File: src/srwq_pkg.sv
// ----------------------------------------------------------------------------
// srwq_pkg
// shared sizes, codes and beat types of the segmented report write queue
// ----------------------------------------------------------------------------
package srwq_pkg;

    localparam int QUEUE_DEPTH = 8;
    localparam int ENTRY_BYTES = 62;
    localparam int SEG_PAYLOAD = 18;
    localparam int OUT_CHARS   = 10;

    // one spare slot holds the write being assembled
    localparam int SLOTS  = QUEUE_DEPTH + 1;
    localparam int SLOT_W = $clog2(SLOTS);
    localparam int CNT_W  = $clog2(QUEUE_DEPTH + 1);
    localparam int POS_N  = (ENTRY_BYTES > SEG_PAYLOAD) ? ENTRY_BYTES : SEG_PAYLOAD + 1;
    localparam int POS_W  = $clog2(POS_N);
    localparam int LEN_W  = $clog2(ENTRY_BYTES + 1);
    localparam int STG_W  = $clog2(POS_N + 1);
    localparam int ADDR_W = SLOT_W + POS_W;

    localparam logic [1:0] OP_RECORD = 2'd0;
    localparam logic [1:0] OP_REPORT = 2'd1;
    localparam logic [1:0] OP_DRAIN  = 2'd2;

    localparam logic [1:0] MODE_FEATURE = 2'd0;
    localparam logic [1:0] MODE_ROUTE   = 2'd1;
    localparam logic [1:0] MODE_DROP    = 2'd2;

    localparam logic CFG_LINK_READY    = 1'b0;
    localparam logic CFG_REPORT_HANDLE = 1'b1;

    localparam logic [7:0] ID_ROUTE_LO = 8'h80;
    localparam logic [7:0] ID_ROUTE_HI = 8'h89;
    localparam logic [7:0] HDR_BASE    = 8'h80;
    localparam logic [7:0] HDR_LAST    = 8'h40;
    localparam logic [7:0] PROP_WRITE  = 8'h0C;
    localparam logic [7:0] UUID_LO     = 8'hB5;
    localparam logic [7:0] UUID_HI     = 8'hBE;

    typedef struct packed {
        logic [1:0]  operation;
        logic [15:0] char_handle;
        logic [7:0]  char_props;
        logic [7:0]  uuid_last;
        logic [7:0]  data_byte;
        logic [15:0] body_len;
    } t_in_item;

    typedef struct packed {
        logic [7:0]  write_byte;
        logic [15:0] write_handle;
        logic [5:0]  write_length;
        logic        last_of_write;
        logic        queue_empty;
    } t_out_item;

    typedef struct packed {
        logic             en;
        logic [POS_W-1:0] pos;
        logic [7:0]       data;
    } t_byte_wr;

    typedef struct packed {
        logic             en;
        logic [15:0]      handle;
        logic [LEN_W-1:0] len;
        logic             hdr_en;
        logic [7:0]       hdr;
    } t_push;

    typedef enum logic [1:0] {
        ST_IDLE = 2'b01,
        ST_READ = 2'b10
    } t_drain_state;

endpackage

File: src/srwq_frame.sv
// ----------------------------------------------------------------------------
// srwq_frame
// handle table, report parsing and segmentation into queue writes
// ----------------------------------------------------------------------------
module srwq_frame
    import srwq_pkg::*;
(
    input  logic        i_clk,
    input  logic        i_rst_n,
    input  logic        i_rec_en,
    input  logic        i_byte_en,
    input  t_in_item    i_item,
    input  logic [15:0] i_report_handle,
    output t_byte_wr    o_wr,
    output t_push       o_push
);

    localparam int FL_W = STG_W + 1;

    logic [15:0]      r_tbl [OUT_CHARS];
    logic             r_in_report, n_in_report;
    logic [15:0]      r_expect, n_expect;
    logic [LEN_W-1:0] r_kept, n_kept;
    logic [15:0]      r_pos, n_pos;
    logic [2:0]       r_seg, n_seg;
    logic [1:0]       r_mode, n_mode;
    logic [STG_W-1:0] r_stage, n_stage;
    logic [15:0]      r_handle, n_handle;

    logic [7:0]       rid;
    logic [15:0]      blen;
    logic [LEN_W-1:0] kept_new;
    logic             hit_route;
    logic [15:0]      lk_handle;
    logic [15:0]      pos_new;
    logic             pos_last;
    logic             fa_en;
    logic             fa_last;
    logic [STG_W-1:0] fa_stage;
    logic [STG_W-1:0] fa_new;
    logic [2:0]       fa_seq;
    logic [FL_W-1:0]  fa_len;
    logic [STG_W-1:0] rt_new;
    logic [7:0]       rec_idx;
    logic             rec_hit;
    t_byte_wr         wr;
    t_push            push;

    always_comb begin
        n_in_report = r_in_report;
        n_expect    = r_expect;
        n_kept      = r_kept;
        n_pos       = r_pos;
        n_seg       = r_seg;
        n_mode      = r_mode;
        n_stage     = r_stage;
        n_handle    = r_handle;
        wr          = '0;
        push        = '0;
        rid         = i_item.data_byte;
        blen        = i_item.body_len;
        kept_new    = (blen > 16'(ENTRY_BYTES)) ? LEN_W'(ENTRY_BYTES) : LEN_W'(blen);
        hit_route   = (rid >= ID_ROUTE_LO) && (rid <= ID_ROUTE_HI);
        lk_handle   = '0;
        for (int i = 0; i < OUT_CHARS; i++) begin
            if (rid[3:0] == 4'(i)) begin
                lk_handle = r_tbl[i];
            end
        end
        pos_new  = r_pos + 16'd1;
        pos_last = (pos_new == 16'(r_kept));
        fa_en    = 1'b0;
        fa_last  = 1'b0;
        fa_stage = r_stage;
        fa_seq   = r_seg;
        fa_new   = '0;
        fa_len   = '0;
        rt_new   = r_stage + STG_W'(1);

        if (i_byte_en) begin
            if (!r_in_report) begin
                // id beat
                n_expect    = blen;
                n_kept      = kept_new;
                n_pos       = '0;
                n_seg       = '0;
                n_stage     = '0;
                n_in_report = (blen != 16'd0);
                if (hit_route) begin
                    n_mode   = ((lk_handle == 16'd0) || (blen == 16'd0)) ? MODE_DROP
                                                                         : MODE_ROUTE;
                    n_handle = lk_handle;
                end else begin
                    n_mode   = MODE_FEATURE;
                    n_handle = i_report_handle;
                    fa_en    = 1'b1;
                    fa_last  = (kept_new == '0);
                    fa_stage = '0;
                    fa_seq   = '0;
                end
            end else begin
                if (pos_new <= 16'(r_kept)) begin
                    case (r_mode)
                        MODE_ROUTE: begin
                            wr.en   = 1'b1;
                            wr.pos  = POS_W'(r_stage);
                            wr.data = rid;
                            if (pos_last) begin
                                push.en     = 1'b1;
                                push.handle = r_handle;
                                push.len    = LEN_W'(rt_new);
                                n_stage     = '0;
                            end else begin
                                n_stage = rt_new;
                            end
                        end
                        MODE_FEATURE: begin
                            fa_en   = 1'b1;
                            fa_last = pos_last;
                        end
                        default: ;
                    endcase
                end
                if (pos_new >= r_expect) begin
                    n_in_report = 1'b0;
                    n_pos       = '0;
                end else begin
                    n_pos = pos_new;
                end
            end
        end

        // segment byte lands after the header position
        if (fa_en) begin
            fa_new  = fa_stage + STG_W'(1);
            wr.en   = 1'b1;
            wr.pos  = POS_W'(fa_new);
            wr.data = rid;
            if ((fa_new >= STG_W'(SEG_PAYLOAD)) || fa_last) begin
                fa_len      = {1'b0, fa_new} + FL_W'(1);
                push.en     = 1'b1;
                push.handle = n_handle;
                push.len    = (fa_len > FL_W'(ENTRY_BYTES)) ? LEN_W'(ENTRY_BYTES)
                                                            : LEN_W'(fa_len);
                push.hdr_en = 1'b1;
                push.hdr    = HDR_BASE | {5'b0, fa_seq} | (fa_last ? HDR_LAST : 8'h00);
                n_seg       = fa_seq + 3'd1;
                n_stage     = '0;
            end else begin
                n_stage = fa_new;
            end
        end
    end

    assign rec_idx = i_item.uuid_last - UUID_LO;
    assign rec_hit = i_rec_en && ((i_item.char_props & PROP_WRITE) != 8'h00)
                     && (i_item.uuid_last >= UUID_LO) && (i_item.uuid_last <= UUID_HI);

    always_ff @(posedge i_clk) begin
        if (!i_rst_n) begin
            for (int i = 0; i < OUT_CHARS; i++) begin
                r_tbl[i] <= '0;
            end
            r_in_report <= 1'b0;
            r_expect    <= '0;
            r_kept      <= '0;
            r_pos       <= '0;
            r_seg       <= '0;
            r_mode      <= MODE_FEATURE;
            r_stage     <= '0;
            r_handle    <= '0;
        end else begin
            for (int i = 0; i < OUT_CHARS; i++) begin
                if (rec_hit && (rec_idx[3:0] == 4'(i))) begin
                    r_tbl[i] <= i_item.char_handle;
                end
            end
            r_in_report <= n_in_report;
            r_expect    <= n_expect;
            r_kept      <= n_kept;
            r_pos       <= n_pos;
            r_seg       <= n_seg;
            r_mode      <= n_mode;
            r_stage     <= n_stage;
            r_handle    <= n_handle;
        end
    end

    assign o_wr   = wr;
    assign o_push = push;

endmodule

File: config.mk
export PLATFORM = sky130hd
export DESIGN_NAME = srwq_frame
export DESIGN_NICKNAME = d
export VERILOG_FILES = /design/src/srwq_pkg.sv /design/src/srwq_frame.sv
export SDC_FILE = /design/constraint.sdc
export NUM_CORES = 1
export LEC_CHECK = 0
export BUFFER_PORTS_ARGS = -buffer_cell sky130_fd_sc_hd__buf_2
export CAP_MARGIN = 20
export CORE_MARGIN = 5
export CORE_UTILIZATION = 60
export CTS_BUF_LIST = sky130_fd_sc_hd__clkbuf_2
export CTS_CLUSTER_SIZE = 20
export DETAILED_ROUTE_END_ITERATION = 8
export PLACE_DENSITY = 0.91
export SYNTH_ARGS = -nofsm -noshare
export SYNTH_HDL_FRONTEND = slang
export SYNTH_SLANG_ARGS = --single-unit
File: constraint.sdc
create_clock -name i_clk -period 9.85 [get_ports i_clk]
set_clock_uncertainty 0.05 [all_clocks]
set_input_delay 1.4775 -clock i_clk [delete_from_list [all_inputs] [get_ports i_clk]]
set_output_delay 1.4775 -clock i_clk [all_outputs]
set_load 0.03 [all_outputs]
# [After elaboration in Yosys (flattened, before gate mapping)]
# Memories as Yosys holds them, arrays and structs flattened.
# Cells that the tools add are included.
[op_classes] n_reduce_logical=27 magnitude_cmp=9 bitwise=12 n_mux=102 add_sub_neg=6 eq_ne=22
[op_table] cell="2-to-1 mux 16 bit" n=25
[op_table] cell="2-to-1 mux 23 bit" n=5
[op_table] cell="2-to-1 mux 15 bit" n=5
[op_table] cell="2-to-1 mux 6 bit" n=12
[op_table] cell="2-to-1 mux 32 bit" n=2
[op_table] cell="2-to-1 mux 1 bit" n=43
[op_table] cell="equality test 4 x 3 -> 1 bit, second input constant" n=8
[op_table] cell="zero test 16 bit" n=2
[op_table] cell="2-to-1 mux 3 bit" n=7
[op_table] cell="adder 16 x 1 -> 16 bit, second input constant" n=1
[op_table] cell="equality test 16 x 6 -> 1 bit" n=1
[op_table] cell="equality test 4 x 2 -> 1 bit, second input constant" n=4
[op_table] cell="equality test 4 bit, second input constant" n=4
[op_table] cell="greater-or-equal comparator 16 bit" n=1
[op_table] cell="greater-or-equal comparator 8 bit, second input constant" n=2
[op_table] cell="> comparator 16 x 6 -> 1 bit, second input constant" n=1
[op_table] cell="<= comparator 16 x 6 -> 1 bit" n=1
[op_table] cell="<= comparator 8 bit, second input constant" n=2
[op_table] cell="nonzero test 16 bit" n=1
[op_table] cell="logical AND 1 bit" n=14
[op_table] cell="adder 6 x 1 -> 6 bit, second input constant" n=2
[op_table] cell="bitwise OR 1 bit" n=10
[op_table] cell="equality test 4 x 1 -> 1 bit, second input constant" n=2
[op_table] cell="zero test 4 bit" n=2
[op_table] cell="18 further kinds" n=21
[totals] in_bits=78 out_inout_bits=47 word_cells=187 reg_bits=66 mem_bits_rw=160 memories=1
[mem_list] name="r_tbl" depth=10 word_bits=16 read_ports=10 rd_ports_with_merged_regs=0 wr=10 line_no="srwq_frame.sv:20" source="logic [15:0] r_tbl [OUT_CHARS];"

# [Logic depth before layout (Yosys ltp)]
[logic_depth] ltp_word=16 depth_mapped=17 depth_no_buf=14

# [Least setup slack after synthesis]
# Ideal clock, no wire load.
[synth_timing] kind="in2out" startpoint="input i_item[22] (netlist bit)" endpoint="output o_push[10] (netlist bit)" n_path_buf=3 required_ps=8323 path_slack_ps=3276 arrival_ps=5047 cell_stages=15 cell_sequence="or4b_1 buf_2 o21ai_4 clkbuf_1 and2_1 ha_1 nand2_1 xor2_1 o21bai_1 o41a_1 or3_4 o21ai_4 inv_2 buf_6 a31oi_1"
[synth_lines] item="start, declared" line_no="srwq_frame.sv:12" source="input t_in_item i_item,"
[synth_lines] item="end, declared" line_no="srwq_frame.sv:15" source="output t_push o_push"

==> run summary <==
Excluding fillers, the count of instances in the completed layout stands at 1,637. In this run the static leakage power is between 5 and 6 nW. Buffers placed on the I/O ports in this run total 113. Summing every instance area after synthesis gives roughly 0.012 sq mm. The die is 152 um tall.

The largest individual stage delay along the critical path comes from the cell sky130_fd_sc_hd__or4b_1. The sequential fraction of the synthesis area is 0.503. In this run, post-CTS repair resized a total of 0 instances.

The endpoint required time on the critical path is 8.32 ns. The die outline width came out at 152 um. The via density per instance came out at approximately 6.1. STA classifies the critical path endpoint as an output pin. The final layout contains ~1,400 nets. Counting I/O delays and the setup requirement, the final critical path takes roughly 7.3 ns.

The DRC violations left came out at 0. The post-layout utilization of the core came out at 0.670. In this run the remaining antenna-violating nets after routing total 0.

The latest clock arrival within the worst-skew pair came out at 0.83 ns. Ranked by total cell area, the synthesized netlist is headed by sky130_fd_sc_hd__edfxtp_1 39%, sky130_fd_sc_hd__dfxtp_1 11%, sky130_fd_sc_hd__and2_1 8.5%. The max-cap check violation count came out at 0. The average wire per standard cell is 19.9 um. Counting along the longest clock path gives a buffer depth of 3. The filler cell count in the final layout came out at 1,524. After synthesis the netlist holds a flip-flop and latch count of 226. The area added between synthesis and finish is 10.7%.

The first global-routing pass estimated 51,900 um of wire. The placement row count is 52. The final sum of negative setup slack came out at 0 ns.

In this run the power density over the cells is 144 mW/mm^2. The number of H-tree levels is 2. The number of buffers created by CTS came out at 56. Counting distinct cell types in the post-synthesis netlist gives 76.

The worst hold path belongs to the class reg2reg. Summed over all instances, the cell type with the most area after synthesis is sky130_fd_sc_hd__edfxtp_1. The worst pin sits at a relative slew slack of 0.305.

The effective utilization at floorplan came out at 0.605. In the synthesized netlist, the cells that appear most often are 166 x sky130_fd_sc_hd__and2_1, 160 x sky130_fd_sc_hd__edfxtp_1, 116 x sky130_fd_sc_hd__nand2_1, 82 x sky130_fd_sc_hd__o21ai_0, 81 x sky130_fd_sc_hd__nor2_1. Detailed placement ended at an HPWL of 22,500 um. The final clock period utilization by the worst path is 0.745. The post-route total power came out at 1.94 mW. The maximum net fanout on the critical path came out at 22.

The share of synthesized area in the top cell type comes to 0.395. The signal on the critical path passes through buf_2 > or4b_1 > o21ai_4 > and2_1 > ha_1 > nand2_1 > xor2_1 > o21bai_1 > o41a_1 > or3_4 > o21ai_4 > inv_2 > a41o_1 > buf_2. The top flip-flop cell by instance count after synthesis is sky130_fd_sc_hd__edfxtp_1. The run finished with clean final reports.

The number of hold buffers added after CTS was 0. Of the cells placed in the final design, the portion with a size suffix greater than 1 is 0.201. The initial antenna violation count came out at 1. The number of global-route vias before repair was 9,948. The transition time at the pin with the least slew margin came out at 1.04 ns.

The vias after detailed routing is around 10,000. The die footprint came out at about 0.023 sq mm. Yosys printed 0 warnings. VDD sags by at most 0.0889 mV. The wire length reported by the detailed router came out at 32,600 um. The number of enable-type register cells in the synthesized netlist is 160. The data arrival at the endpoint of the critical path is 5.81 ns.

Routability-driven placement finished with a final weighted congestion of 0.904. Setup repair after global routing left no endpoint under its margin. The clock sink total came out at 226. The async set-reset flop share out of synthesis is 0.

The synthesized netlist cell count is approximately 1,200. Summed over all layers, the global routing overflow is 0. The category of the most critical setup path is in2out.

The number of slew-limit violations in the final report is 0. The number of primary I/O pins is 125. Static timing analysis puts the maximum clock frequency at 0.136 GHz. The most common cell in the synthesized netlist is sky130_fd_sc_hd__and2_1. Clock-pin slew was measured on the worst setup and hold paths at ~0.11 ns. TritonCTS built the clock tree. The number of violations reported at the end of detailed-routing iteration 0 came out at 1,012. The core region is 0.0201 sq mm. The tree is rooted in a sky130_fd_sc_hd__clkbuf_2. Including well taps, the total number of placed cells is 1,533.

The post-synthesis average cell area is 10.1 sq um. The pin count of the biggest net entering global routing is 66. The final number of hold-violating endpoints is 0. For this run, the detailed router's first-pass iteration total came to 7. The kind of launch point of the worst setup path is an input pin.

The delay of the slowest cell on the worst path is 0.71 ns. In this run the post-CTS setup repair buffer count came out at 0. The total global-route track usage came out at 0.273.

The count of endpoints failing setup in the final report came out at 0.
critical path, delay by kind of cell:
| family | cells | cell delay (ns) |
|---|---|---|
| adders and majority gates | 1 | 0.24 |
| and+or+nand+nor | 4 | 1.52 |
| xor gates and xnor gates | 1 | 0.27 |
| buffers and inverters | 3 | 0.55 |
| AOI/OAI and AO/OA | 5 | 1.74 |
state kept, by name (all words and copies together) (netlist names):
register     cells
r_tbl          160
r_handle        16
r_seg            3
r_expect        16
r_stage          6
r_kept           6
r_in_report      1
r_pos           16
r_mode           2
cell usage in the layout (no fill, tap or decap), types with 13 or more instances in the layout:
master,n
sky130_fd_sc_hd__o21ai_0,72
sky130_fd_sc_hd__clkbuf_2,77
sky130_fd_sc_hd__mux2_2,16
sky130_fd_sc_hd__buf_4,21
sky130_fd_sc_hd__inv_1,39
sky130_fd_sc_hd__edfxtp_1,160
sky130_fd_sc_hd__nand2_1,116
sky130_fd_sc_hd__a21oi_1,70
sky130_fd_sc_hd__dfxtp_1,66
sky130_fd_sc_hd__mux2i_1,30
sky130_fd_sc_hd__and2_1,166
sky130_fd_sc_hd__nor3_1,14
sky130_fd_sc_hd__nand4_1,13
sky130_fd_sc_hd__nor2_1,80
sky130_fd_sc_hd__ha_1,31
sky130_fd_sc_hd__nor2b_1,16
sky130_fd_sc_hd__buf_2,115
sky130_fd_sc_hd__clkinv_1,15
sky130_fd_sc_hd__nor4_1,13
sky130_fd_sc_hd__nand3_1,31
through the flow:
step / setup WS (ns) / instance area, sq um / hold slack [ns]
floorplan: 3.28 / 12200 / 0.386
global placement: 2.65 / 12900 / 0.393
detailed placement: 2.59 / 12900 / 0.399
CTS: 2.60 / 13400 / 0.415
global route: 2.26 / 13500 / 0.433
finish: 2.51 / 13500 / 0.411
kinds of logic after synthesis:
kind of cell | synth area share
other cells | 0.000308
buf+inv | 0.0387
xor+xnor | 0.0166
simple gates | 0.222
compound gates | 0.126
mux | 0.0617
fa+ha+maj | 0.0319
flops | 0.503
where the power goes:
group | total (mW) | leakage, nW | internal, mW | switching (mW)
registers | 1.09 | 2.06 | 1.06 | 0.0244
logic | 0.267 | 2.87 | 0.0923 | 0.175
clock network | 0.588 | 0.360 | 0.215 | 0.373
total | 1.94 | 5.28 | 1.37 | 0.572
final cells by class:
cell class | instances | area (sq um) | area share
sequential | 226 | 6130 | 0.455
multi-input combinational | 864 | 5600 | 0.416
timing repair buffer | 140 | 782 | 0.0581
clock buffer | 77 | 385 | 0.0286
tap | 270 | 338 | 0.0251
inverter | 40 | 150 | 0.0111
clock inverter | 19 | 87.6 | 0.00650
antenna | 1 | 2.50 | 0.000186
final timing paths:
check | from | endpoint | slack (ns) | depth (start not counted)
max | i_item[22] | o_push[9] | 2.51 | 14
min | r_expect[6]$_SDFFE_PN0P_ | r_expect[6]$_SDFFE_PN0P_ | 0.41 | 2
min reg2reg | r_expect[6]$_SDFFE_PN0P_ | r_expect[6]$_SDFFE_PN0P_ | 0.41 | 2
max reg2reg | r_in_report$_SDFFE_PN0P_ | r_seg[2]$_SDFF_PN0_ | 5.78 | 13
layer usage:
layer	global-route usage	wire, um
met1	0.343	11900
met2	0.460	16000
met3	0.0738	3690
met4	0.0959	940
met5	0	0
(Power assumes the default switching activity.)
