## config.mk

```make
export PLATFORM = sky130hd
export DESIGN_NAME = srwq_queue
export DESIGN_NICKNAME = d
export VERILOG_FILES = /design/src/srwq_pkg.sv /design/src/srwq_queue.sv
export SDC_FILE = /design/constraint.sdc
export NUM_CORES = 1
export LEC_CHECK = 0
export BUFFER_PORTS_ARGS = -buffer_cell sky130_fd_sc_hd__buf_2
export CAP_MARGIN = 20
export CELL_PAD_IN_SITES_DETAIL_PLACEMENT = 0
export CELL_PAD_IN_SITES_GLOBAL_PLACEMENT = 1
export CORE_UTILIZATION = 25
export CTS_BUF_LIST = sky130_fd_sc_hd__clkbuf_2 sky130_fd_sc_hd__clkbuf_4 sky130_fd_sc_hd__clkbuf_8
export CTS_CLUSTER_DIAMETER = 60
export DETAILED_ROUTE_END_ITERATION = 12
export PLACE_DENSITY = 0.42
export SLEW_MARGIN = 5
export SYNTH_ARGS = -nofsm -noshare
export SYNTH_HDL_FRONTEND = slang
export SYNTH_SLANG_ARGS = --single-unit
```

## constraint.sdc

```tcl
create_clock -name i_clk -period 7.7 [get_ports i_clk]
set_input_delay 0.77 -clock i_clk [delete_from_list [all_inputs] [get_ports i_clk]]
set_output_delay 0.77 -clock i_clk [all_outputs]
set_load 0.02 [all_outputs]
```

## src/srwq_pkg.sv

```systemverilog
// ----------------------------------------------------------------------------
// srwq_pkg
// shared sizes, codes and beat types of the segmented report write queue
// ----------------------------------------------------------------------------
package srwq_pkg;

    localparam int QUEUE_DEPTH = 8;
    localparam int ENTRY_BYTES = 62;
    localparam int SEG_PAYLOAD = 18;
    localparam int OUT_CHARS   = 10;

    // one spare slot holds the write being assembled
    localparam int SLOTS  = QUEUE_DEPTH + 1;
    localparam int SLOT_W = $clog2(SLOTS);
    localparam int CNT_W  = $clog2(QUEUE_DEPTH + 1);
    localparam int POS_N  = (ENTRY_BYTES > SEG_PAYLOAD) ? ENTRY_BYTES : SEG_PAYLOAD + 1;
    localparam int POS_W  = $clog2(POS_N);
    localparam int LEN_W  = $clog2(ENTRY_BYTES + 1);
    localparam int STG_W  = $clog2(POS_N + 1);
    localparam int ADDR_W = SLOT_W + POS_W;

    localparam logic [1:0] OP_RECORD = 2'd0;
    localparam logic [1:0] OP_REPORT = 2'd1;
    localparam logic [1:0] OP_DRAIN  = 2'd2;

    localparam logic [1:0] MODE_FEATURE = 2'd0;
    localparam logic [1:0] MODE_ROUTE   = 2'd1;
    localparam logic [1:0] MODE_DROP    = 2'd2;

    localparam logic CFG_LINK_READY    = 1'b0;
    localparam logic CFG_REPORT_HANDLE = 1'b1;

    localparam logic [7:0] ID_ROUTE_LO = 8'h80;
    localparam logic [7:0] ID_ROUTE_HI = 8'h89;
    localparam logic [7:0] HDR_BASE    = 8'h80;
    localparam logic [7:0] HDR_LAST    = 8'h40;
    localparam logic [7:0] PROP_WRITE  = 8'h0C;
    localparam logic [7:0] UUID_LO     = 8'hB5;
    localparam logic [7:0] UUID_HI     = 8'hBE;

    typedef struct packed {
        logic [1:0]  operation;
        logic [15:0] char_handle;
        logic [7:0]  char_props;
        logic [7:0]  uuid_last;
        logic [7:0]  data_byte;
        logic [15:0] body_len;
    } t_in_item;

    typedef struct packed {
        logic [7:0]  write_byte;
        logic [15:0] write_handle;
        logic [5:0]  write_length;
        logic        last_of_write;
        logic        queue_empty;
    } t_out_item;

    typedef struct packed {
        logic             en;
        logic [POS_W-1:0] pos;
        logic [7:0]       data;
    } t_byte_wr;

    typedef struct packed {
        logic             en;
        logic [15:0]      handle;
        logic [LEN_W-1:0] len;
        logic             hdr_en;
        logic [7:0]       hdr;
    } t_push;

    typedef enum logic [1:0] {
        ST_IDLE = 2'b01,
        ST_READ = 2'b10
    } t_drain_state;

endpackage

```

## src/srwq_queue.sv

```systemverilog
// ----------------------------------------------------------------------------
// srwq_queue
// ring of write slots, drain sequencer and two beat output buffer
// ----------------------------------------------------------------------------
module srwq_queue
    import srwq_pkg::*;
(
    input  logic              i_clk,
    input  logic              i_rst_n,
    input  logic              i_gate,
    input  logic              i_drain,
    input  t_push             i_push,
    output logic [SLOT_W-1:0] o_head,
    output logic              o_rd_en,
    output logic [ADDR_W-1:0] o_rd_addr,
    input  logic [7:0]        i_rd_data,
    output logic              o_out_valid,
    input  logic              i_out_stall,
    output t_out_item         o_out_item,
    output logic              o_busy
);

    logic [SLOT_W-1:0] r_head, n_head;
    logic [SLOT_W-1:0] r_tail, n_tail;
    logic [CNT_W-1:0]  r_count, n_count;
    t_drain_state      r_state, n_state;
    logic [SLOT_W-1:0] r_slot;
    logic [LEN_W-1:0]  r_k, n_k;
    logic              r_rd_pend, n_rd_pend;
    logic              r_rd_last, n_rd_last;
    logic              r_rd_first, n_rd_first;

    logic [15:0]       r_m_handle [SLOTS];
    logic [LEN_W-1:0]  r_m_len [SLOTS];
    logic              r_m_hdr_en [SLOTS];
    logic [7:0]        r_m_hdr [SLOTS];

    logic [LEN_W-1:0]  r_len;
    logic [15:0]       r_handle;
    logic              r_hdr_en;
    logic [7:0]        r_hdr;

    t_out_item         r_fifo [2];
    logic              r_wp, r_rp;
    logic [1:0]        r_occ;

    logic [SLOT_W-1:0] head_inc;
    logic [SLOT_W-1:0] tail_inc;
    logic              start;
    logic              empty_push;
    logic              pop;
    logic              room;
    logic              issue;
    logic              fifo_push;
    t_out_item         push_item;

    assign head_inc   = (r_head == SLOT_W'(SLOTS - 1)) ? '0 : r_head + SLOT_W'(1);
    assign tail_inc   = (r_tail == SLOT_W'(SLOTS - 1)) ? '0 : r_tail + SLOT_W'(1);
    assign start      = i_drain && i_gate && (r_count != '0);
    assign empty_push = i_drain && !(i_gate && (r_count != '0));
    assign pop        = (r_occ != 2'd0) && !i_out_stall;
    assign room       = (({1'b0, r_occ} + {2'b0, r_rd_pend}) < 3'd2) || pop;
    assign issue      = (r_state == ST_READ) && room;
    assign fifo_push  = r_rd_pend || empty_push;

    always_comb begin
        n_head     = r_head;
        n_tail     = r_tail;
        n_count    = r_count;
        n_state    = r_state;
        n_k        = r_k;
        n_rd_pend  = 1'b0;
        n_rd_last  = r_rd_last;
        n_rd_first = r_rd_first;
        if (i_push.en) begin
            n_head = head_inc;
            // full: oldest write is dropped
            if (r_count == CNT_W'(QUEUE_DEPTH)) begin
                n_tail = tail_inc;
            end else begin
                n_count = r_count + CNT_W'(1);
            end
        end
        if (start) begin
            n_tail  = tail_inc;
            n_count = r_count - CNT_W'(1);
            n_state = ST_READ;
            n_k     = '0;
        end
        if (issue) begin
            n_k        = r_k + LEN_W'(1);
            n_rd_pend  = 1'b1;
            n_rd_first = (r_k == '0);
            n_rd_last  = (r_k == (r_len - LEN_W'(1)));
            if (r_k == (r_len - LEN_W'(1))) begin
                n_state = ST_IDLE;
            end
        end
    end

    always_comb begin
        push_item = '0;
        if (empty_push) begin
            push_item.queue_empty = 1'b1;
        end else begin
            push_item.write_byte    = (r_rd_first && r_hdr_en) ? r_hdr : i_rd_data;
            push_item.write_handle  = r_handle;
            push_item.write_length  = 6'(r_len);
            push_item.last_of_write = r_rd_last;
        end
    end

    always_ff @(posedge i_clk) begin
        if (!i_rst_n) begin
            r_head     <= '0;
            r_tail     <= '0;
            r_count    <= '0;
            r_state    <= ST_IDLE;
            r_k        <= '0;
            r_rd_pend  <= 1'b0;
            r_rd_last  <= 1'b0;
            r_rd_first <= 1'b0;
            r_wp       <= 1'b0;
            r_rp       <= 1'b0;
            r_occ      <= 2'd0;
        end else begin
            r_head     <= n_head;
            r_tail     <= n_tail;
            r_count    <= n_count;
            r_state    <= n_state;
            r_k        <= n_k;
            r_rd_pend  <= n_rd_pend;
            r_rd_last  <= n_rd_last;
            r_rd_first <= n_rd_first;
            r_wp       <= r_wp ^ fifo_push;
            r_rp       <= r_rp ^ pop;
            r_occ      <= r_occ + {1'b0, fifo_push} - {1'b0, pop};
        end
    end

    always_ff @(posedge i_clk) begin
        if (i_push.en) begin
            r_m_handle[r_head] <= i_push.handle;
            r_m_len[r_head]    <= i_push.len;
            r_m_hdr_en[r_head] <= i_push.hdr_en;
            r_m_hdr[r_head]    <= i_push.hdr;
        end
        if (start) begin
            r_slot   <= r_tail;
            r_len    <= r_m_len[r_tail];
            r_handle <= r_m_handle[r_tail];
            r_hdr_en <= r_m_hdr_en[r_tail];
            r_hdr    <= r_m_hdr[r_tail];
        end
        if (fifo_push) begin
            r_fifo[r_wp] <= push_item;
        end
    end

    assign o_head      = r_head;
    assign o_rd_en     = issue;
    assign o_rd_addr   = {r_slot, POS_W'(r_k)};
    assign o_out_valid = (r_occ != 2'd0);
    assign o_out_item  = r_fifo[r_rp];
    assign o_busy      = (r_state != ST_IDLE) || r_rd_pend || (r_occ != 2'd0);

    a_count_bound: assert property (@(posedge i_clk) disable iff (!i_rst_n)
        r_count <= CNT_W'(QUEUE_DEPTH))
        else $error("queue count above depth");

    a_occ_bound: assert property (@(posedge i_clk) disable iff (!i_rst_n)
        r_occ <= 2'd2)
        else $error("output buffer overfilled");

    a_no_overrun: assert property (@(posedge i_clk) disable iff (!i_rst_n)
        !(r_rd_pend && (r_occ == 2'd2)))
        else $error("read return with full output buffer");

    a_drain_idle: assert property (@(posedge i_clk) disable iff (!i_rst_n)
        i_drain |-> ((r_state == ST_IDLE) && !r_rd_pend && (r_occ == 2'd0)))
        else $error("drain started while busy");

    a_last_idle: assert property (@(posedge i_clk) disable iff (!i_rst_n)
        (r_rd_pend && r_rd_last) |-> (r_state == ST_IDLE))
        else $error("sequencer still reading after last beat");

endmodule

```

======== Word level (Yosys, flattened, before mapping) ========
Memories as Yosys holds them, arrays and structs flattened. A register that Yosys moved wholly into a read port is not among the register bits.
Index checks and enable logic that the tools add are counted.
word-level totals
  memories kept ........................... 5
  output and inout bits ................... 49
  register bits ........................... 31
  memory bits (writable) .................. 343
memory list
  name        depth  width  rd ports  clocked after Yosys merged registers in  wr ports  line              RTL
  r_m_handle  9      16     1         1                                        1         srwq_queue.sv:33  logic [15:0] r_m_handle [SLOTS];
  r_m_hdr     9      8      1         1                                        1         srwq_queue.sv:36  logic [7:0] r_m_hdr [SLOTS];
  r_fifo      2      32     1         1                                        1         srwq_queue.sv:43  t_out_item r_fifo [2];
  r_m_len     9      6      1         1                                        1         srwq_queue.sv:34  logic [LEN_W-1:0] r_m_len [SLOTS];
  r_m_hdr_en  9      1      1         1                                        1         srwq_queue.sv:35  logic r_m_hdr_en [SLOTS];
operators by class
  add/subtract/negate cells ............... 9
  bitwise logic cells ..................... 2
  magnitude comparators ................... 1
  reduce and logical (&&, ||, !) cells .... 21
  equal/unequal tests ..................... 7
  multiplexer cells ....................... 22
operator list
  kind                                                         count
  two-way mux 4 bit                                            8
  two-way mux 31 bit                                           1
  adder 4 x 1 -> 4 bit (second input constant)                 3
  equality test 4 bit (second input constant)                  3
  two-way mux 6 bit                                            2
  two-way mux 8 bit                                            1
  nonzero test 2 bit                                           4
  logical AND 1 bit                                            7
  two-way mux 1 bit                                            7
  adder 6 x 1 -> 6 bit (second input constant)                 1
  equality test 6 bit                                          1
  logical NOT 6 bit                                            1
  two-way mux 2 bit                                            3
  subtractor 6 x 1 -> 6 bit (second input constant)            1
  logical OR 1 bit                                             4
  AND reduction 2 bit                                          2
  nonzero test 4 bit                                           1
  subtractor 4 x 1 -> 4 bit (second input constant)            1
  adder 2 x 1 -> 3 bit                                         1
  less-than comparator 3 x 2 -> 1 bit (second input constant)  1
  adder 2 x 1 -> 2 bit                                         1
  equality test 2 bit (second input constant)                  1
  logical NOT 1 bit                                            2
  inequality test 2 x 1 -> 1 bit (second input constant)       1
  3 further kinds                                              4

======== Longest topological paths before layout ========
  depth in word-level cells ............... 7
  depth in mapped cells ................... 10
  gate-level depth less buffers ........... 10

======== Worst setup path after synthesis ========
OpenSTA, ideal clock, no wires.
  path kind ............................... register to register
  start point ............................. register r_count[3]
  end point ............................... memory r_fifo[1][0] in the netlist's numbering, enable pin
  path slack .............................. 5.209 ns
  setup time .............................. 0.392 ns
  data required time ...................... 7.308 ns
  buffers on the path ..................... 0
  arrival time ............................ 2.099 ns
  cell stages (with the launch flop) ...... 5
  period minus slack after synthesis ...... 2.491 ns
  cells stage by stage .................... dfxtp_1 > or4_4 > a21boi_2 > or2_2 > ha_1
between the ends
  word-level cells in the longest chain between the ends .. 7
ends and longest elaborated chain
  what                                     line               RTL
  start: declaration                       srwq_queue.sv:25   logic [CNT_W-1:0] r_count, n_count;
  start signal: assignment                 srwq_queue.sv:129  r_count <= n_count;
  nonzero test 4 bit                       srwq_queue.sv:60   assign empty_push = i_drain && !(i_gate && (r_count != '0));
  logical AND 1 bit                        srwq_queue.sv:60
  logical NOT 1 bit                        srwq_queue.sv:60
  logical AND 1 bit                        srwq_queue.sv:60
  logical OR 1 bit                         srwq_queue.sv:64   assign fifo_push = r_rd_pend || empty_push;
  two-way mux 1 bit                        srwq_queue.sv:155  if (fifo_push) begin
  two-way mux 1 bit (implied by the code)  srwq_queue.sv:156  r_fifo[r_wp] <= push_item;
  end: declaration                         srwq_queue.sv:43
No other way between the ends.

======== Final worst setup path ========
  start point ............................. register r_occ[0]
  end point ............................... output o_rd_en
between the ends
  word-level cells in the longest chain between the ends .. 4
  elaborated cells on any way between the ends .. 6
  classes of those cells .................. add/sub (1); order compare (1); reduce/logical (4)
ends and longest elaborated chain
  what                                                                             line                                RTL
  start: declaration                                                               srwq_queue.sv:45                    logic [1:0] r_occ;
  start signal: assignment                                                         srwq_queue.sv:137                   r_occ <= r_occ + {1'b0, fifo_push} - {1'b0, pop};
  adder 2 x 1 -> 3 bit / nonzero test 2 bit (equally long branches)                srwq_queue.sv:62, srwq_queue.sv:61
  less-than comparator 3 x 2 -> 1 bit / logical AND 1 bit (equally long branches)  srwq_queue.sv:62, srwq_queue.sv:61
  logical OR 1 bit (*)                                                             srwq_queue.sv:62                    assign room = (({1'b0, r_occ} + {2'b0, r_rd_pend}) < 3'd2) || pop;
  logical AND 1 bit (*)                                                            srwq_queue.sv:63                    assign issue = (r_state == ST_READ) && room;
  end: declaration                                                                 srwq_queue.sv:14                    output logic o_rd_en,
Every way passes the cells marked *; elsewhere a longest branch is shown, timed or not.

==> flow_summary_export.csv <==
group,metric,value,unit
placement,gp_congestion,0.686,
yosys,synthArstFlopShare,0,%
detailed_routing,drc,0,
floorplanning,die_h,253,microns
layout,drive_above_1_share,32.1,%
clocking,clock_latency,0.63,ns
clocking,clkTransAtPathRegs,0.06,ns
clocking,numCtsBuffers,70,
global_route,grt_pass1_vias,8287,
setup_path,path_class,"reg2out",
global_route,grt.overflow.total,0,
setup_path,worstPathRequired,6.93,ns
yosys,synth_ff_type,"edfxtp_1",
detailed_routing,drt-pass1-iter-count,4,
yosys,synth_warnings,0,
clocking,htreeDepth,3,
layout,final_common_cell,"edfxtp_1",
clocking,post-cts-setup-buffers,0,
sta,setup_viol,0,
setup_path,arrival,2.14,ns
yosys,synth.top_cells.by_area,"edfxtp_1 (72%), mux4_2 (8.8%), dfxtp_1 (3.5%)",
power_and_ir_drop,p_leak,6.33,nW
sta,finalCritPeriodShare,37.8,%
floorplanning,die_area,64300,sq um
sta,hold_violations,0,
clocking,cts_num_sinks,406,
run_status,status,"finished clean",
clocking,cts.path.max_buffers,3,
placement,detailedPlace.worstSlack,4.64,ns
floorplanning,num_rows,91,
yosys,netlist.area_leader.share,71.8,%
floorplanning,pin_count,94,
sta,fin_skew,0.0241,ns
yosys,postSynthCellCount,849,
global_route,grt_max_degree,52,
setup_path,cp-end-kind,"output pin",
sta,rsz0062_at_grt,"no",
flow_run,maxCapViolations,0,
setup_path,start_kind,"flip-flop",
sta,layout_min_cycle_time,2.91,ns
yosys,yosysTopAreaCell,"edfxtp_1",
yosys,synth.ff_latch_count,406,
floorplanning,fp.dieW,253,microns
sta,finalWorstSetupSlack,4.79,ns
yosys,syn-num-nets,910,
yosys,synth_edf_count,378,
clocking,cts_hold_buf,0,
yosys,ys_seq_area_share,75.3,%
sta,setup_tns,0,ns
detailed_routing,detail_route.vias_per_cell,4.16,
yosys,yosysUniqueCellTypes,54,
detailed_routing,drt_iter0_markers,418,
detailed_routing,wire_per_inst,20.2,microns
sta,tightest_slew,0.784,ns
layout,nets,1055,
detailed_routing,routed_wl,38100,microns
placement,dpl.hpwl,20600,microns
layout,final_cell_mix,"edfxtp_1 (378), buf_2 (93), clkbuf_8 (73), mux4_2 (62), nand2_1 (59)",
power_and_ir_drop,powerDensity,290,nW/um^2
global_route,grt_usage,12.2,%
power_and_ir_drop,max-vdd-ir-drop,0.102,mV
clocking,cts_tree,"done",
setup_path,crit_fanout,11,
yosys,syn_area,15800,sq um
sta,clock.fmax,344,MHz
detailed_routing,vias,7826,
yosys,avgSynthCellArea,18.6,sq um
floorplanning,core,62100,sq um
layout,utilization,30.1,%
global_route,grt_pass1_wl,56100,microns
sta,max-slew-margin-rel,47.7,%
clocking,cts-root-buf,"clkbuf_8",
detailed_routing,ant_nets,0,
min_path,hold_class,"in2reg",
floorplanning,start_util,25.5,%
sta,slew_viol_final,0,
clocking,cts_resized,0,
layout,area.growth.synth_to_final,18.0,%
placement,numPortBuffers,93,
global_route,antenna_found_initial,6,
==> flip-flops by register name, summed over array words and instances, names as in the netlist, 2 cells and up, named ones only <==
| name | cells |
|---|---|
| r_m_hdr_en | 9 |
| r_handle | 16 |
| r_len | 6 |
| r_m_len | 54 |
| o_head | 4 |
| r_m_hdr | 72 |
| r_slot | 4 |
| r_k | 6 |
| r_state | 2 |
| r_fifo | 64 |
| r_tail | 4 |
| r_hdr | 8 |
| r_m_handle | 144 |
| r_occ | 2 |
| r_count | 4 |
==> power by group <==
group          switching (mW)  internal (mW)
logic                   0.473          0.367
clock network           0.875           1.02
registers              0.0882           2.58
==> area by class of cell <==
| cell class | instances | area (sq um) |
|---|---|---|
| sequential | 406 | 11900 |
| clock buffer | 95 | 1170 |
| inverter | 17 | 66.3 |
| tap | 837 | 1050 |
| timing repair buffer | 111 | 601 |
| multi-input combinational | 388 | 3690 |
| clock inverter | 27 | 169 |
| antenna | 2 | 5.00 |
| fill | 6106 | 43400 |
==> layer usage <==
metal | wire length [microns] | global-route usage [%] | part of all wire [%]
met1 | 17700 | 16.0 | 46
met2 | 17700 | 19.3 | 46
met3 | 1940 | 3.02 | 5.1
met4 | 742 | 4.62 | 1.9
met5 | 41 | 0 | 0.11
==> cells in the mapped netlist, types with 2 or more instances <==
cell	count
mux2_2	33
o211a_1	3
nor2b_1	25
a21o_1	2
a21boi_0	4
o211ai_1	2
xnor2_1	10
a21oi_1	12
mux2i_1	32
nand3_1	20
buf_1	8
nor2_1	17
inv_1	14
and3_1	2
nor3_1	6
edfxtp_1	378
ha_1	15
xor2_1	5
a31oi_1	3
and2_1	15
clkbuf_1	18
nand2b_1	3
nor4_1	2
mux4_2	62
o21ai_0	35
nand2_1	59
buf_2	10
dfxtp_1	28
==> final timing paths <==
path                    from                to  slack [ns]  cells past startpoint
hold / removal    i_push[15]  r_m_handle[7][0]        0.43                      1
setup reg to reg  r_count[3]        r_count[3]        4.86                      9
hold reg to reg    r_rd_last         r_rd_last        0.47                      2
setup / recovery    r_occ[0]           o_rd_en        4.79                      4
==> kinds of logic after synthesis <==
| kind of cell | synth area share, % |
|---|---|
| AO/OA/AOI/OAI | 2.71 |
| XOR/XNOR | 0.831 |
| adder cells (fa/ha/maj) | 1.31 |
| buffers and inverters | 1.47 |
| flip-flops | 75.3 |
| multiplexers | 13.2 |
| AND/OR/NAND/NOR | 5.14 |
==> worst max-delay path, cell delays in order (launching register included) <==
cell and delay (ns):
dfxtp_1 0.36, nand3_1 0.08, nand4b_1 0.41, clkinv_1 0.39
buf_2 0.27
==> through the flow <==
step / instances / total power, mW / hold WS [ns] / area [sq um]
after global placement: 1759 / 3.59 / 0.454 / 17300
after detailed placement: 1759 / 3.59 / 0.465 / 17300
final: 1883 / 5.41 / 0.432 / 18700
after CTS: 1881 / 5.53 / 0.356 / 18700
after floorplan: 849 / 3.29 / 0.439 / 15800
after global routing: 1882 / 5.69 / 0.398 / 18700
(Power assumes the default switching activity.)
